[src/egcd_pkg.sv]
`default_nettype none
// ----------------------------------------------------------------------------
// egcd_pkg: shared types for the extended gcd block
// Controller states and the command and status groups that join the
// controller to the datapath.
// ----------------------------------------------------------------------------
package egcd_pkg;

	// controller states
	typedef enum logic [2:0] {
		ST_IDLE,
		ST_CHECK,
		ST_DIVIDE,
		ST_COMMIT,
		ST_DONE
	} egcd_state_t;

	// controller to datapath commands
	typedef struct packed {
		logic load;      // capture operands, seed coefficients
		logic div_init;  // clear remainder and accumulators, copy dividend
		logic div_step;  // one restoring division bit
		logic commit;    // rotate remainder and coefficient pairs
		logic publish;   // copy result into output register
	} egcd_cmd_t;

	// datapath to controller status
	typedef struct packed {
		logic den_zero;  // current divisor is zero: loop ends
	} egcd_status_t;

endpackage
`default_nettype wire

[src/egcd_datapath.sv]
`default_nettype none
// ----------------------------------------------------------------------------
// egcd_datapath: operand, remainder and coefficient registers
// Bit-serial restoring divider that builds q*x and q*y by Horner
// accumulation as quotient bits appear, so no multiplier is needed.
// Coefficients wrap modulo 2^(W+1).
// ----------------------------------------------------------------------------
module egcd_datapath
	import egcd_pkg::*;
#(
	parameter int OPERAND_WIDTH = 32
) (
	input  wire                            clk,
	input  wire egcd_cmd_t                 cmd,
	output egcd_status_t                   status,
	input  wire [OPERAND_WIDTH-1:0]        operand_a,
	input  wire [OPERAND_WIDTH-1:0]        operand_b,
	output logic [OPERAND_WIDTH-1:0]       gcd_value,
	output logic signed [OPERAND_WIDTH:0]  coeff_a,
	output logic signed [OPERAND_WIDTH:0]  coeff_b
);

	localparam int W = OPERAND_WIDTH;

	logic [W-1:0] num_q, den_q, dvd_q, rem_q;
	logic [W:0]   xp_q, xc_q, yp_q, yc_q, accx_q, accy_q;
	logic [W-1:0] gcd_q;
	logic [W:0]   ca_q, cb_q;

	logic [W:0]   trial;
	logic [W:0]   diff;
	logic         ge;
	logic [W-1:0] rem_d;

	// trial subtract of one quotient bit
	always_comb begin
		trial = {rem_q, dvd_q[W-1]};
		diff  = trial - {1'b0, den_q};
		ge    = (trial >= {1'b0, den_q});
		rem_d = ge ? diff[W-1:0] : trial[W-1:0];
	end

	// advance the operand and coefficient registers
	always_ff @(posedge clk) begin
		if (cmd.load) begin
			num_q <= operand_a;
			den_q <= operand_b;
			xp_q  <= (W+1)'(1);
			xc_q  <= '0;
			yp_q  <= '0;
			yc_q  <= (W+1)'(1);
		end
		if (cmd.div_init) begin
			rem_q  <= '0;
			dvd_q  <= num_q;
			accx_q <= '0;
			accy_q <= '0;
		end
		if (cmd.div_step) begin
			rem_q  <= rem_d;
			dvd_q  <= {dvd_q[W-2:0], 1'b0};
			accx_q <= {accx_q[W-1:0], 1'b0} + (ge ? xc_q : '0);
			accy_q <= {accy_q[W-1:0], 1'b0} + (ge ? yc_q : '0);
		end
		if (cmd.commit) begin
			num_q <= den_q;
			den_q <= rem_q;
			xp_q  <= xc_q;
			xc_q  <= xp_q - accx_q;
			yp_q  <= yc_q;
			yc_q  <= yp_q - accy_q;
		end
		if (cmd.publish) begin
			gcd_q <= num_q;
			ca_q  <= xp_q;
			cb_q  <= yp_q;
		end
	end

	assign status.den_zero = (den_q == '0);
	assign gcd_value       = gcd_q;
	assign coeff_a         = $signed(ca_q);
	assign coeff_b         = $signed(cb_q);

endmodule
`default_nettype wire

[src/egcd_ctrl.sv]
`default_nettype none
// ----------------------------------------------------------------------------
// egcd_ctrl: sequencer for the extended gcd loop
// Walks load, divisor check, W division bits and commit per Euclid step,
// and owns both channel handshakes.
// ----------------------------------------------------------------------------
module egcd_ctrl
	import egcd_pkg::*;
#(
	parameter int OPERAND_WIDTH = 32
) (
	input  wire          clk,
	input  wire          arst_n,
	input  wire          in_valid,
	output logic         in_stall,
	output logic         out_valid,
	input  wire          out_stall,
	output egcd_cmd_t    cmd,
	input  wire egcd_status_t status
);

	localparam int CNT_W = $clog2(OPERAND_WIDTH);

	egcd_state_t  state_q, state_d;
	logic [CNT_W-1:0] cnt_q;
	logic         out_valid_q;
	logic         last_bit;

	assign last_bit = (cnt_q == CNT_W'(OPERAND_WIDTH - 1));

	// hold state, bit counter and output valid
	always_ff @(posedge clk or negedge arst_n) begin
		if (!arst_n) begin
			state_q     <= ST_IDLE;
			cnt_q       <= '0;
			out_valid_q <= 1'b0;
		end else begin
			state_q <= state_d;
			if (cmd.div_init) begin
				cnt_q <= '0;
			end else if (cmd.div_step) begin
				cnt_q <= cnt_q + 1'b1;
			end
			if (cmd.publish) begin
				out_valid_q <= 1'b1;
			end else if (out_valid_q && !out_stall) begin
				out_valid_q <= 1'b0;
			end
		end
	end

	// next state and commands
	always_comb begin
		state_d = state_q;
		cmd     = '0;
		unique case (state_q)
			ST_IDLE: begin
				if (in_valid) begin
					cmd.load = 1'b1;
					state_d  = ST_CHECK;
				end
			end
			ST_CHECK: begin
				if (status.den_zero) begin
					state_d = ST_DONE;
				end else begin
					cmd.div_init = 1'b1;
					state_d      = ST_DIVIDE;
				end
			end
			ST_DIVIDE: begin
				cmd.div_step = 1'b1;
				if (last_bit) begin
					state_d = ST_COMMIT;
				end
			end
			ST_COMMIT: begin
				cmd.commit = 1'b1;
				state_d    = ST_CHECK;
			end
			ST_DONE: begin
				if (!out_valid_q || !out_stall) begin
					cmd.publish = 1'b1;
					state_d     = ST_IDLE;
				end
			end
			default: begin
				state_d = ST_IDLE;
			end
		endcase
	end

	assign in_stall  = (state_q != ST_IDLE);
	assign out_valid = out_valid_q;

endmodule
`default_nettype wire

[src/extended_gcd_bezout_top.sv]
`default_nettype none
// One transaction at a time; the next input is taken once the previous
// result sits in the output register. Each Euclid step runs the
// one-bit-per-cycle restoring divider. Asynchronous active-low reset clears
// the sequencer and the output valid; no clearing pass.
// ----------------------------------------------------------------------------
// extended_gcd_bezout_top: gcd with Bezout coefficients
// Iterative extended Euclid: controller plus bit-serial datapath.
// ----------------------------------------------------------------------------
module extended_gcd_bezout_top
	import egcd_pkg::*;
#(
	parameter int OPERAND_WIDTH = 32
) (
	input  wire                            clk,
	input  wire                            arst_n,
	input  wire                            in_valid,
	output logic                           in_stall,
	input  wire [OPERAND_WIDTH-1:0]        operand_a,
	input  wire [OPERAND_WIDTH-1:0]        operand_b,
	output logic                           out_valid,
	input  wire                            out_stall,
	output logic [OPERAND_WIDTH-1:0]       gcd_value,
	output logic signed [OPERAND_WIDTH:0]  coeff_a,
	output logic signed [OPERAND_WIDTH:0]  coeff_b
);

	egcd_cmd_t    cmd;
	egcd_status_t status;

	// sequencer
	egcd_ctrl #(
		.OPERAND_WIDTH(OPERAND_WIDTH)
	) u_ctrl (
		.clk      (clk),
		.arst_n   (arst_n),
		.in_valid (in_valid),
		.in_stall (in_stall),
		.out_valid(out_valid),
		.out_stall(out_stall),
		.cmd      (cmd),
		.status   (status)
	);

	// arithmetic
	egcd_datapath #(
		.OPERAND_WIDTH(OPERAND_WIDTH)
	) u_datapath (
		.clk      (clk),
		.cmd      (cmd),
		.status   (status),
		.operand_a(operand_a),
		.operand_b(operand_b),
		.gcd_value(gcd_value),
		.coeff_a  (coeff_a),
		.coeff_b  (coeff_b)
	);

	// one transaction in flight: an accepted input stalls the next cycle
	a_single_item: assert property (@(posedge clk) disable iff (!arst_n)
		(in_valid && !in_stall) |=> in_stall)
		else $error("input accepted while an item is in flight");

	// a result is published only once the divisor reached zero
	a_publish_done: assert property (@(posedge clk) disable iff (!arst_n)
		cmd.publish |-> status.den_zero)
		else $error("result published before the loop ended");

	// a commit always follows the last division bit
	a_commit_after_div: assert property (@(posedge clk) disable iff (!arst_n)
		cmd.commit |-> $past(cmd.div_step))
		else $error("commit without a preceding division step");

	// a waiting result is never overwritten
	a_no_overwrite: assert property (@(posedge clk) disable iff (!arst_n)
		(out_valid && out_stall) |-> !cmd.publish)
		else $error("result register overwritten while stalled");

endmodule
`default_nettype wire
[config.mk]
export PLATFORM = sky130hd
export DESIGN_NAME = extended_gcd_bezout_top
export DESIGN_NICKNAME = d
export VERILOG_FILES = /design/src/egcd_pkg.sv /design/src/egcd_datapath.sv /design/src/egcd_ctrl.sv /design/src/extended_gcd_bezout_top.sv
export SDC_FILE = /design/constraint.sdc
export NUM_CORES = 1
export LEC_CHECK = 0
export BUFFER_PORTS_ARGS = -buffer_cell sky130_fd_sc_hd__clkbuf_2
export CORE_ASPECT_RATIO = 0.9
export CORE_MARGIN = 5
export CORE_UTILIZATION = 32
export CTS_CLUSTER_SIZE = 14
export DETAILED_ROUTE_END_ITERATION = 12
export GPL_TIMING_DRIVEN = 0
export HOLD_SLACK_MARGIN = 0.06
export PLACE_DENSITY = 0.48
export SYNTH_ARGS = -nofsm -noshare
export SYNTH_HDL_FRONTEND = slang
export SYNTH_SLANG_ARGS = --single-unit
[constraint.sdc]
create_clock -name clk -period 15.6 [get_ports clk]
set_input_delay 1.56 -clock clk [delete_from_list [all_inputs] [get_ports clk]]
set_output_delay 1.56 -clock clk [all_outputs]
set_load 0.005 [all_outputs]
### After elaboration in Yosys (flattened, before gate mapping)

Cells that the tools add are included.

* word-level logic and storage cells: 80
* bits in registers: 433

* add/sub/neg operators: 6
* reduce and logical (&&, ||, !) cells: 11
* muxes and demuxes: 37
* order comparisons: 1
* equality and inequality tests: 8

Operators with widths (number)
* $mux W33: 11
* $mux W32: 9
* $add A33 B33 Y33: 2
* $sub A33 B33 Y33: 2
* $ge A33 B32 Y1: 1
* $logic_not A32 Y1: 1
* $sub A32 B32 Y32: 1
* $pmux W3 S5: 1
* $mux W3: 4
* $mux W1: 10
* $mux W5: 2
* $eq A3 B2 Y1 const B: 2
* $reduce_bool A2 Y1: 3
* $add A5 B1 Y5 const B: 1
* $eq A5 B5 Y1 const B: 1
* $ne A2 B1 Y1 const B: 2
* $eq A3 B1 Y1 const B: 1
* $eq A3 B3 Y1 const B: 1
* $logic_not A3 Y1: 1
* $reduce_and A3 Y1: 1
* $reduce_bool A3 Y1: 1
* $logic_not A1 Y1: 2
* $ne A2 B2 Y1 const B: 1
* $logic_and A1 B1 Y1: 1
* $logic_or A1 B1 Y1: 1

### Logic depth before layout (Yosys ltp)

Gate-level depths: netlist of run 1.

* depth after elaboration: 5
* mapped depth: 24

### Hierarchy

Synthesis of run 1 repeated with hierarchy kept, for this count alone.

* cells, all modules: 2147
* area, all modules: 24507.3 µm²

By module, submodules not included
* egcd_datapath: cells an instance 2103, times used 1, area an instance 24026.8 µm²
* egcd_ctrl: cells an instance 44, times used 1, area an instance 480.5 µm²

### Worst setup path after synthesis of run 1

No wires, ideal clock.

* path type: input to register
* from: input in_valid
* to: register u_datapath.den_q[0], enable pin
* path buffers: 0
* data arrival time: 11.059 ns
* stages: 2
* data required time: 14.783 ns
* setup slack: 3.724 ns
* cell sequence: nand2_1 > a21oi_1

* longest elaborated chain between the ends: 3

RTL lines
* start: declaration: line extended_gcd_bezout_top.sv:17 `input wire in_valid,`
* $mux W1: line egcd_ctrl.sv:58 `if (in_valid) begin`
* $mux W1: line egcd_ctrl.sv:56 `unique case (state_q)`
* $reduce_bool A2 Y1 (no source line)
* end signal: assignment: line egcd_datapath.sv:47 `den_q <= operand_b;`
* end signal: assignment: line egcd_datapath.sv:67 `den_q <= rem_q;`
* end: declaration: line egcd_datapath.sv:25 `logic [W-1:0] num_q, den_q, dvd_q, rem_q;`

No other way between the ends.
A chain may end at the register's enable or synchronous reset.

### Worst setup path after layout of run 1

* from: register u_datapath.den_q[1]
* to: register u_datapath.accx_q[31], data pin

* longest elaborated chain between the ends: 4

RTL lines
* $ge A33 B32 Y1: line egcd_datapath.sv:39 `ge = (trial >= {1'b0, den_q});`
* $mux W33: line egcd_datapath.sv:62 `accx_q <= {accx_q[W-1:0], 1'b0} + (ge ? xc_q : '0);`
* $add A33 B33 Y33: line egcd_datapath.sv:62
* $mux W33: line egcd_datapath.sv:59 `if (cmd.div_step) begin`
* end signal: assignment: line egcd_datapath.sv:62
* end: declaration: line egcd_datapath.sv:26 `logic [W:0] xp_q, xc_q, yp_q, yc_q, accx_q, accy_q;`

No other way between the ends.

==> summary.txt, run 1 <==
Max VDD drop: 0.0000676 V
top cells by area, synth: edfxtp_1 (52%), ha_1 (8.1%), nand2_1 (4.2%)
Most used DFF post-synth: edfxtp_1
CP peak stage delay: 0.49 ns
DRT iter0 DRCs: 1381
Worst Path Max Fanout: 10
DIE AREA: 82500 um^2
power per cell area: 86.5 nW/um^2
Clock Tree Root: clkbuf_16
GRT Util Overall: 17.0%
Die Wd: 302 um
area grow syn2layout: 16.7%
vias in the first global route: 18700
Sink Count: 433
initial antenna violation count: 1
final-report hold violation count: 0
cell chain of the critical path: inv_1, ha_1, nor2b_1, o31ai_2, a21o_1, o211ai_1, a2111o_1, a21oi_2, nor2_1, clkbuf_1, and2_1, ha_1, fa_1, a21o_1, a221oi_1, a21oi_1, a21oi_1, o311ai_1, a21oi_1, o21ai_0, xnor2_1, nor2_1
area of the mapped netlist: 24600 um^2
CP max-delay cell: a2111o_1
Critical Path RT: 15.92 ns
fin util: 37.6%
# rows: 96
Distinct cells, synth: 86
Inserted Diodes: 0
grt ovf: 0
crit-path most repeated cell: a21oi_1
clock latency on the worst-skew pair: 0.60 ns
Startpoint Class: register
FFs w/ async S/R, synth: 2.08%
sequential share of the synthesized area: 52.7%
Clock transition at path regs: 0.06 ns
vias: 18400
Worst Setup Path Type: register to register
Critical Path Sink Type: register
WL final: 71600 um
Slew headroom: 4.78%
I/O Buffers: 167
RSZ-0062 raised after global routing: no
Leak: 12.2 nW
Final #Nets: 2777
Detail Route Antenna Nets: 0
Top Ports: 168
max-cap violations: 0
Syn Inst Count: 2310
Design Power: 2.48 mW
Worst EP arrival: 6.64 ns
CTS tree: yes
Avg Inst Size Synth: 10.6 um^2
pre-CTS worst setup slack: 9.29 ns
ratio of cells with drive above 1 in the final layout: 11.6%
Tmin final: 6.33 ns
Via density: 5.10
Post-CTS Setup Bufs: 0
top cells by count, synth: edfxtp_1 (423), nand2_1 (272), nor2_1 (183)
Slew @ Worst Pin: 1.39 ns
clk_skew: 0.0220 ns
# setup viols final: 0
Placed Cells incl. Taps: 3520
status: completed
Final WS setup: 9.27 ns
HP Class: register to register
clock buffer count from CTS: 51
Final Max Tran Viols: 0
CTS max path bufs: 3
H-Tree Depth: 2
count leader, synth: edfxtp_1
synthesized flop and latch total: 433
Initial Util: 32.2%
RD Place Congestion: 0.863
Yosys top cell area share: 51.7%
Post-synth EDFFs: 423
fmax: 158 MHz
PostCTS Resize Cnt: 0
TritonRoute pass-1 iters: 5
first-pass GRT wire length: 110000 um
final cell count without fillers: 3615
fin crit share: 40.5%
pin count of the biggest net entering global routing: 51
DIE HEIGHT: 273 um
core area: 76300 um^2
Yosys top cell by area: edfxtp_1
Avg WL per Cell: 19.8 um
hpwl dp: 53900 um
CTS Hold Bufs: 0
yosys warns: 0
syn nets: 2543
setup TNS: 0 ns
DRC violation count after routing: 0
layout make-up:
class / instances / area, um^2
inverter: 139 / 522
clock inverter: 27 / 270
tap: 1029 / 1290
sequential: 433 / 12900
fill: 7622 / 47600
buffer: 83 / 372
clock buffer: 68 / 1390
multi-input combinational: 1655 / 10800
timing repair buffer: 181 / 1140
state kept, by name, indices dropped and copies added (netlist names):
| name | count |
|---|---|
| u_datapath.num_q | 32 |
| u_datapath.accx_q | 33 |
| u_datapath.xc_q | 33 |
| u_ctrl.cnt_q | 5 |
| u_datapath.accy_q | 33 |
| u_datapath.dvd_q | 32 |
| u_datapath.coeff_a | 33 |
| u_ctrl.out_valid | 1 |
| u_datapath.den_q | 32 |
| u_datapath.rem_q | 32 |
| u_ctrl.state_q | 3 |
| u_datapath.yp_q | 33 |
| u_datapath.gcd_value | 32 |
| u_datapath.coeff_b | 33 |
| u_datapath.yc_q | 33 |
| u_datapath.xp_q | 33 |
per-stage QoR:
stage	cell area (um^2)	hold slack (ns)
global placement	26700	0.438
detailed placement	27000	0.439
finish	28700	0.454
CTS	28700	0.454
floorplan	24600	0.426
global route	28700	0.471
path summary, 6_finish.rpt:
check	from	end	slack, ns	cells past startpoint
setup / recovery	u_datapath.den_q[1]	u_datapath.accx_q[31]	9.27	22
hold / removal	u_datapath.num_q[1]	u_datapath.gcd_value[1]	0.45	0
setup reg to reg	u_datapath.den_q[1]	u_datapath.accx_q[31]	9.27	22
hold reg to reg	u_datapath.num_q[1]	u_datapath.gcd_value[1]	0.45	0
max in group asynchronous	arst_n	u_ctrl.cnt_q[1]	14.47	1
min in group asynchronous	arst_n	u_ctrl.out_valid	0.85	1
layout by cell type (no fill, tap or decap), drive strengths merged, types with 20 or more instances in the layout:
cell      n
nor2    183
a31oi    20
a21oi   157
xor2     51
nand3    42
and2    138
buf      29
a22o     32
clkbuf  303
o21ai   110
xnor2    67
inv     143
a211oi   28
and3     27
nor3     37
edfxtp  423
a21o     67
o21a     23
nand2   272
ha      160
kinds of logic after synthesis:
group           after synthesis  share of synthesized area, %
xor+xnor                    118                          4.20
mux                           6                         0.249
simple gates                810                          15.9
compound gates              556                          14.8
buf+inv                     222                          3.63
fa+ha+maj                   165                          8.55
flops                       433                          52.7
report_power, final:
part / internal (mW) / switching [mW] / leakage, nW / total (mW)
Sequential: 1.26 / 0.0000000000000000151 / 4.64 / 1.26
Clock: 0.709 / 0.496 / 0.825 / 1.20
Combinational: 0.00894 / 0.0108 / 6.77 / 0.0198
per-layer routing:
layer,global-route usage (%),up-vias,part of all wire [%]
met5,0,-,0
met4,4.77,0,2.6
met3,2.50,104,5.1
met2,26.4,477,44
met1,24.9,8969,48
li1,-,8888,-
critical path, delay by kind of cell (launching register included):
| family | cells | cell delay [ns] |
|---|---|---|
| DFF | 1 | 0.48 |
| xor gates and xnor gates | 1 | 0.16 |
| AOI/OAI and AO/OA | 12 | 3.43 |
| adders and majority gates | 3 | 0.92 |
| and+or+nand+nor | 4 | 0.59 |
| buffers and inverters | 2 | 0.47 |
Note: power is estimated with default switching activity, not from simulation.
==> inputs of run 2 (changes only) <==
==> constraint.sdc (replaced) <==
create_clock -name clk -period 6.3 [get_ports clk]
set_input_delay 0.63 -clock clk [delete_from_list [all_inputs] [get_ports clk]]
set_output_delay 0.63 -clock clk [all_outputs]
set_load 0.005 [all_outputs]
==> run 2 against run 1 <==
- sequential power up 150%
- worst setup slack worse by 8.9 ns
- final area up 0.37%
- via count down 0.90%
- largest cell class unchanged
- cell count about the same
- critical path type unchanged
- clock power rose to 2.5 times the previous value
- non-clock buffer count up 1
- clock skew up 0.0073 ns
- critical endpoint is now u_datapath.accx_q[21]
==> summary.txt, run 2 (synthesis results as in run 1) <==
# setup viols final: 0 (unchanged)
Sink Count: 433 (unchanged)
fmax: 169 MHz (+6.9%)
pre-CTS worst setup slack: 0.0172 ns (-9.28 ns)
I/O Buffers: 167 (unchanged)
most frequent cells in the layout: edfxtp_1 (423), nand2_1 (272), nor2_1 (183), clkbuf_2 (173), ha_1 (160)
power per cell area: 216 nW/um^2 (+150%)
status: completed
reg2reg end: u_datapath.accx_q[21]
Reg2Reg Launch Point: u_datapath.den_q[1]
CTS max path bufs: 3 (unchanged)
Slew headroom: 14.6% (+9.8 points)
initial antenna violation count: 1 (unchanged)
DRC violation count after routing: 0 (unchanged)
CTS tree: yes
vias in the first global route: 18500 (-1.0%)
Worst Setup Path Type: register to register
Final WS setup: 0.383 ns (-8.89 ns)
worst setup path startpoint: u_datapath.den_q[1]
Worst Path Max Fanout: 10 (unchanged)
first-pass GRT wire length: 110000 um (about the same)
Leak: 12.3 nW (+0.24%)
Via density: 5.05 (-0.93%)
pin count of the biggest net entering global routing: 57 (+12%)
final cell count without fillers: 3616 (+0.028%)
RSZ-0062 raised after global routing: no
TritonRoute pass-1 iters: 7 (+2)
setup TNS: 0 ns (unchanged)
final-report hold violation count: 0 (unchanged)
H-Tree Depth: 2 (unchanged)
Detail Route Antenna Nets: 0 (unchanged)
DIE HEIGHT: 273 um (unchanged)
R2R depth: 22 (unchanged)
hpwl dp: 53800 um (-0.15%)
Critical Path RT: 6.63 ns (-9.29 ns)
Clock Tree Root: clkbuf_16
Initial Util: 32.2% (unchanged)
Tmin final: 5.92 ns (-0.409 ns)
Final Max Tran Viols: 0 (unchanged)
Slew @ Worst Pin: 1.28 ns (-0.111 ns)
Placed Area: 27000 um^2 (unchanged)
most common cell after layout, fill and taps aside: edfxtp_1
Critical Path Sink Type: register
vias: 18300 (-0.90%)
GRT Util Overall: 17.0% (-0.024 points)
Inserted Diodes: 0 (unchanged)
Worst EP arrival: 6.25 ns (-0.39 ns)
Final #Nets: 2778 (+0.036%)
Avg WL per Cell: 19.9 um (+0.39%)
DRT iter0 DRCs: 1211 (-12%)
ratio of cells with drive above 1 in the final layout: 12.1% (+0.46 points)
Max VDD drop: 0.000177 V (+160%)
RD Place Congestion: 0.869 (+0.73%)
grt ovf: 0 (unchanged)
Clock transition at path regs: 0.06 ns (about the same)
core area: 76300 um^2 (unchanged)
WL final: 71900 um (+0.41%)
HP Class: input pin to register
Top Ports: 168 (unchanged)
DIE AREA: 82500 um^2 (unchanged)
Die Wd: 302 um (unchanged)
Placed Cells incl. Taps: 3520 (unchanged)
max-cap violations: 0 (unchanged)
reg2reg setup slack: 0.38 ns (-8.89 ns)
worst setup path endpoint: u_datapath.accx_q[21]
Startpoint Class: register
Design Power: 6.22 mW (+150%)
fin util: 37.8% (+0.14 points)
# rows: 96 (unchanged)
design area: 28800 um^2 (+0.37%)
Min Hold Slack: 0.310 ns (-0.144 ns)
clock latency on the worst-skew pair: 0.60 ns (about the same)
clock buffer count from CTS: 51 (unchanged)
fin crit share: 93.9% (+53 points)
area grow syn2layout: 17.2%
clk_skew: 0.0293 ns (+0.00726 ns)
==> run 2: worst min path at each step <==
stage	startpoint	end	depth (start not counted)
2_1_floorplan	arst_n	u_ctrl.cnt_q[0]	0
3_3_place_gp	u_datapath.num_q[1]	u_datapath.gcd_value[1]	0
3_5_place_dp	u_datapath.num_q[21]	u_datapath.gcd_value[21]	0
4_1_cts	operand_b[14]	u_datapath.den_q[14]	3
5_1_grt	operand_b[14]	u_datapath.den_q[14]	3
6_report	operand_b[14]	u_datapath.den_q[14]	3
==> run 2: metal layers <==
layer | global-route usage (%) | part of all wire (%)
met1 | 24.7 | 49
met3 | 2.72 | 4.6
met5 | 0 | 0
met4 | 3.94 | 1.9
met2 | 26.7 | 45
==> run 2: final cells by class <==
cell class                      instances  area (um^2)
Clock inverter                         28          294
Clock buffer                           67         1420
Sequential cell                       433        12900
Timing Repair Buffer                  182         1150
Inverter                              139          522
Multi-Input combinational cell       1655        10800
Fill cell                            7650        47500
Buffer                                 83          373
Tap cell                             1029         1290
==> run 2: worst max-delay path: stages, from the launching register on <==
cell,delay (ns)
edfxtp_1,0.48
inv_1,0.11
ha_1,0.24
nor2b_1,0.15
o31ai_2,0.35
a21o_1,0.22
o211ai_1,0.14
a2111o_1,0.49
a21oi_2,0.26
nor2_1,0.10
clkbuf_2,0.28
and2_1,0.23
ha_1,0.23
fa_1,0.44
a21o_1,0.24
a221oi_2,0.30
a21oi_1,0.22
a31oi_1,0.32
nand3b_1,0.21
o21ai_0,0.18
a31oi_1,0.24
xor2_1,0.17
nor2_1,0.06
==> run 2: what timing repair did <==
action                                  CTS  global route
hold endpoints to repair                  9             0
hold buffers                              1             0
pin swaps                                 0             1
setup buffers                             0             0
endpoints found under the setup margin    1            12
gates resized for setup                   1            11
==> run 2: power by group <==
group / internal [mW] / switching, mW / leakage (nW)
logic: 0.0225 / 0.0269 / 6.79
registers: 3.12 / 0.0000000000000000388 / 4.64
clock network: 1.83 / 1.23 / 0.838
total: 4.97 / 1.26 / 12.3
==> inputs of run 3 (changes only) <==
--- a/config.mk
+++ b/config.mk
@@ -5,6 +5,7 @@
 export SDC_FILE = /design/constraint.sdc
 export NUM_CORES = 1
 export LEC_CHECK = 0
+export ABC_AREA = 0
 export BUFFER_PORTS_ARGS = -buffer_cell sky130_fd_sc_hd__clkbuf_2
 export CORE_ASPECT_RATIO = 0.9
 export CORE_MARGIN = 5
==> constraint.sdc (replaced) <==
create_clock -name clk -period 6.3 [get_ports clk]
set_input_delay 0.945 -clock clk [delete_from_list [all_inputs] [get_ports clk]]
set_output_delay 0.945 -clock clk [all_outputs]
set_load 0.005 [all_outputs]
==> run 3 against run 2 <==
- the flow now finishes with violations (max-capacitance violations)
- critical path depth unchanged
- maximum frequency decreased by 0.52%
- clock-buffer cell count unchanged
- cell count barely moved
- clock skew fell by 0.00087 ns
- final area is essentially flat
- total power hardly changed
- die area unchanged
- clock power about the same
- critical path type unchanged
- sequential share of layout area is essentially flat
==> summary.txt, run 3 (synthesis results as in run 1) <==
CTS max path bufs: 3 (unchanged)
Net Sw Frac: 20.2% (+0.057 points)
most common cell after layout, fill and taps aside: edfxtp_1
Critical Path Sink Type: register
clock buffer count from CTS: 51 (unchanged)
hpwl dp: 53800 um (unchanged)
Clock Tree Root: clkbuf_16
core area: 76300 um^2 (unchanged)
RD Place Congestion: 0.869 (unchanged)
# rows: 96 (unchanged)
Final WS setup: 0.352 ns (-0.0310 ns)
status: finished, violations left
reg2reg setup slack: 0.35 ns (-0.03 ns)
Comb pwr share: 0.8% (about the same)
DIE HEIGHT: 273 um (unchanged)
clk_skew: 0.0284 ns (-0.000866 ns)
Inserted Diodes: 0 (unchanged)
RSZ-0062 raised after global routing: no
Top Ports: 168 (unchanged)
Slew @ Worst Pin: 1.43 ns (+0.151 ns)
sequential power share: 50.1% (about the same)
Clock transition at path regs: 0.06 ns (about the same)
Sink Count: 433 (unchanged)
vias in the first global route: 18500 (-0.043%)
Avg WL per Cell: 19.9 um (about the same)
Leak: 12.3 nW (about the same)
Initial Util: 32.2% (unchanged)
Final Max Tran Viols: 0 (unchanged)
CTS Hold Bufs: 0 (-1)
power per cell area: 216 nW/um^2 (about the same)
reg2reg end: u_datapath.accx_q[21]
final-layout fill cell count: 7651 (+0.013%)
WL final: 71800 um (about the same)
DRC violation count after routing: 0 (unchanged)
worst setup path endpoint: u_datapath.accx_q[21]
first-pass GRT wire length: 110000 um (unchanged)
Startpoint Class: register
most frequent cells in the layout: edfxtp_1 (423), nand2_1 (272), nor2_1 (183), clkbuf_2 (173), ha_1 (160)
ratio of cells with drive above 1 in the final layout: 12.1% (about the same)
Via density: 5.04 (-0.17%)
pin count of the biggest net entering global routing: 57 (unchanged)
pre-CTS worst setup slack: 0.0172 ns (unchanged)
final-report hold violation count: 0 (unchanged)
Worst EP arrival: 6.28 ns (+0.03 ns)
DRT iter0 DRCs: 1231 (+1.7%)
Min Hold Slack: 0.237 ns (-0.0736 ns)
Worst Setup Path Type: register to register
Tmin final: 5.95 ns (+0.0310 ns)
Critical Path RT: 6.63 ns (about the same)
Slew headroom: 2.05% (-13 points)
TritonRoute pass-1 iters: 7 (unchanged)
H-Tree Depth: 2 (unchanged)
fin crit share: 94.4% (+0.49 points)
Die Wd: 302 um (unchanged)
HP Class: input pin to asynchronous set/reset pin
worst setup path startpoint: u_datapath.den_q[1]
Final #Nets: 2777 (-0.036%)
failing checks: max-capacitance violations
clock latency on the worst-skew pair: 0.60 ns (about the same)
vias: 18200 (-0.20%)
Detail Route Antenna Nets: 0 (unchanged)
Net Switching: 1.26 mW (+0.35%)
Clk pwr share: 49.1% (about the same)
Max VDD drop: 0.000177 V (about the same)
R2R depth: 22 (unchanged)
fmax: 168 MHz (-0.52%)
max-cap violations: 1 (+1)
grt ovf: 0 (unchanged)
I/O Buffers: 167 (unchanged)
area grow syn2layout: 17.1% (about the same)
CTS tree: yes
Reg2Reg Launch Point: u_datapath.den_q[1]
initial antenna violation count: 1 (unchanged)
Worst Path Max Fanout: 10 (unchanged)
# setup viols final: 0 (unchanged)
DIE AREA: 82500 um^2 (unchanged)
GRT Util Overall: 17.0% (unchanged)
P_int: 4.97 mW (about the same)
==> run 3: changes by cell type in the layout (fill, tap and decap cells not counted) <==
cell and delta:
dlygate4sd3_1 -1
==> run 3: layer usage <==
metal	GRT usage, %	wire [um]	share of wire [%]
met4	3.94	1360	1.9
met5	0	0	0
met2	26.7	32100	45
met1	24.7	34800	48
met3	2.72	3530	4.9
==> run 3: area by class of cell <==
cell class	count	area, um^2	area share [%]
Multi-Input combinational cell	1655	10800	37.6
Clock inverter	28	294	1.02
Sequential cell	433	12900	45.0
Clock buffer	67	1420	4.93
Buffer	83	373	1.29
Inverter	139	522	1.81
Tap cell	1029	1290	4.47
Timing Repair Buffer	181	1140	3.95
==> run 3: through the flow <==
stage / util [%] / instance area [um^2] / setup TNS [ns] / power, mW / cells
after CTS: 37.7 / 28800 / 0 / 6.32 / 3615
after global routing: 37.8 / 28800 / 0 / 6.44 / 3615
after floorplan: - / 24600 / 0 / 3.19 / 2310
after global placement: 35.0 / 26700 / -734.56 / 3.23 / 3506
after detailed placement: 35.5 / 27000 / 0 / 3.23 / 3520
final: 37.8 / 28800 / 0 / 6.23 / 3615
==> run 3: repair_timing <==
action | 4_1_cts | 5_1_grt
buffers inserted | 0 | 0
gates resized for setup | 1 | 11
cloned | 0 | 0
pin swaps | 0 | 1
endpoints found under the setup margin | 1 | 12
==> run 3: worst min-delay path by stage <==
stage | startpoint | endpoint
finish | arst_n | u_ctrl.state_q[0]
global route | arst_n | u_ctrl.out_valid
CTS | arst_n | u_ctrl.cnt_q[3]
detailed placement | u_datapath.num_q[21] | u_datapath.gcd_value[21]
global placement | u_datapath.num_q[1] | u_datapath.gcd_value[1]
floorplan | u_datapath.num_q[0] | u_datapath.gcd_value[0]
==> run 3: critical path, stage by stage (launching register included) <==
cell	delay, ns
edfxtp_1	0.48
inv_1	0.11
ha_1	0.24
nor2b_1	0.15
o31ai_2	0.35
a21o_1	0.22
o211ai_1	0.14
a2111o_1	0.50
a21oi_2	0.26
nor2_1	0.11
clkbuf_2	0.28
and2_1	0.23
ha_1	0.23
fa_1	0.45
a21o_1	0.24
a221oi_2	0.31
a21oi_1	0.22
a31oi_1	0.32
nand3b_1	0.21
o21ai_0	0.18
a31oi_1	0.24
xor2_1	0.17
nor2_1	0.06
==> run 3: power groups by stage <==
stage                     combinational (mW)  clock, mW  sequential [mW]
after detailed placement              0.0493          0             3.18
after global placement                0.0490          0             3.18
after CTS                             0.0498       3.15             3.12
after floorplan                       0.0145          0             3.18
after global routing                  0.0562       3.27             3.12
final                                 0.0489       3.06             3.12
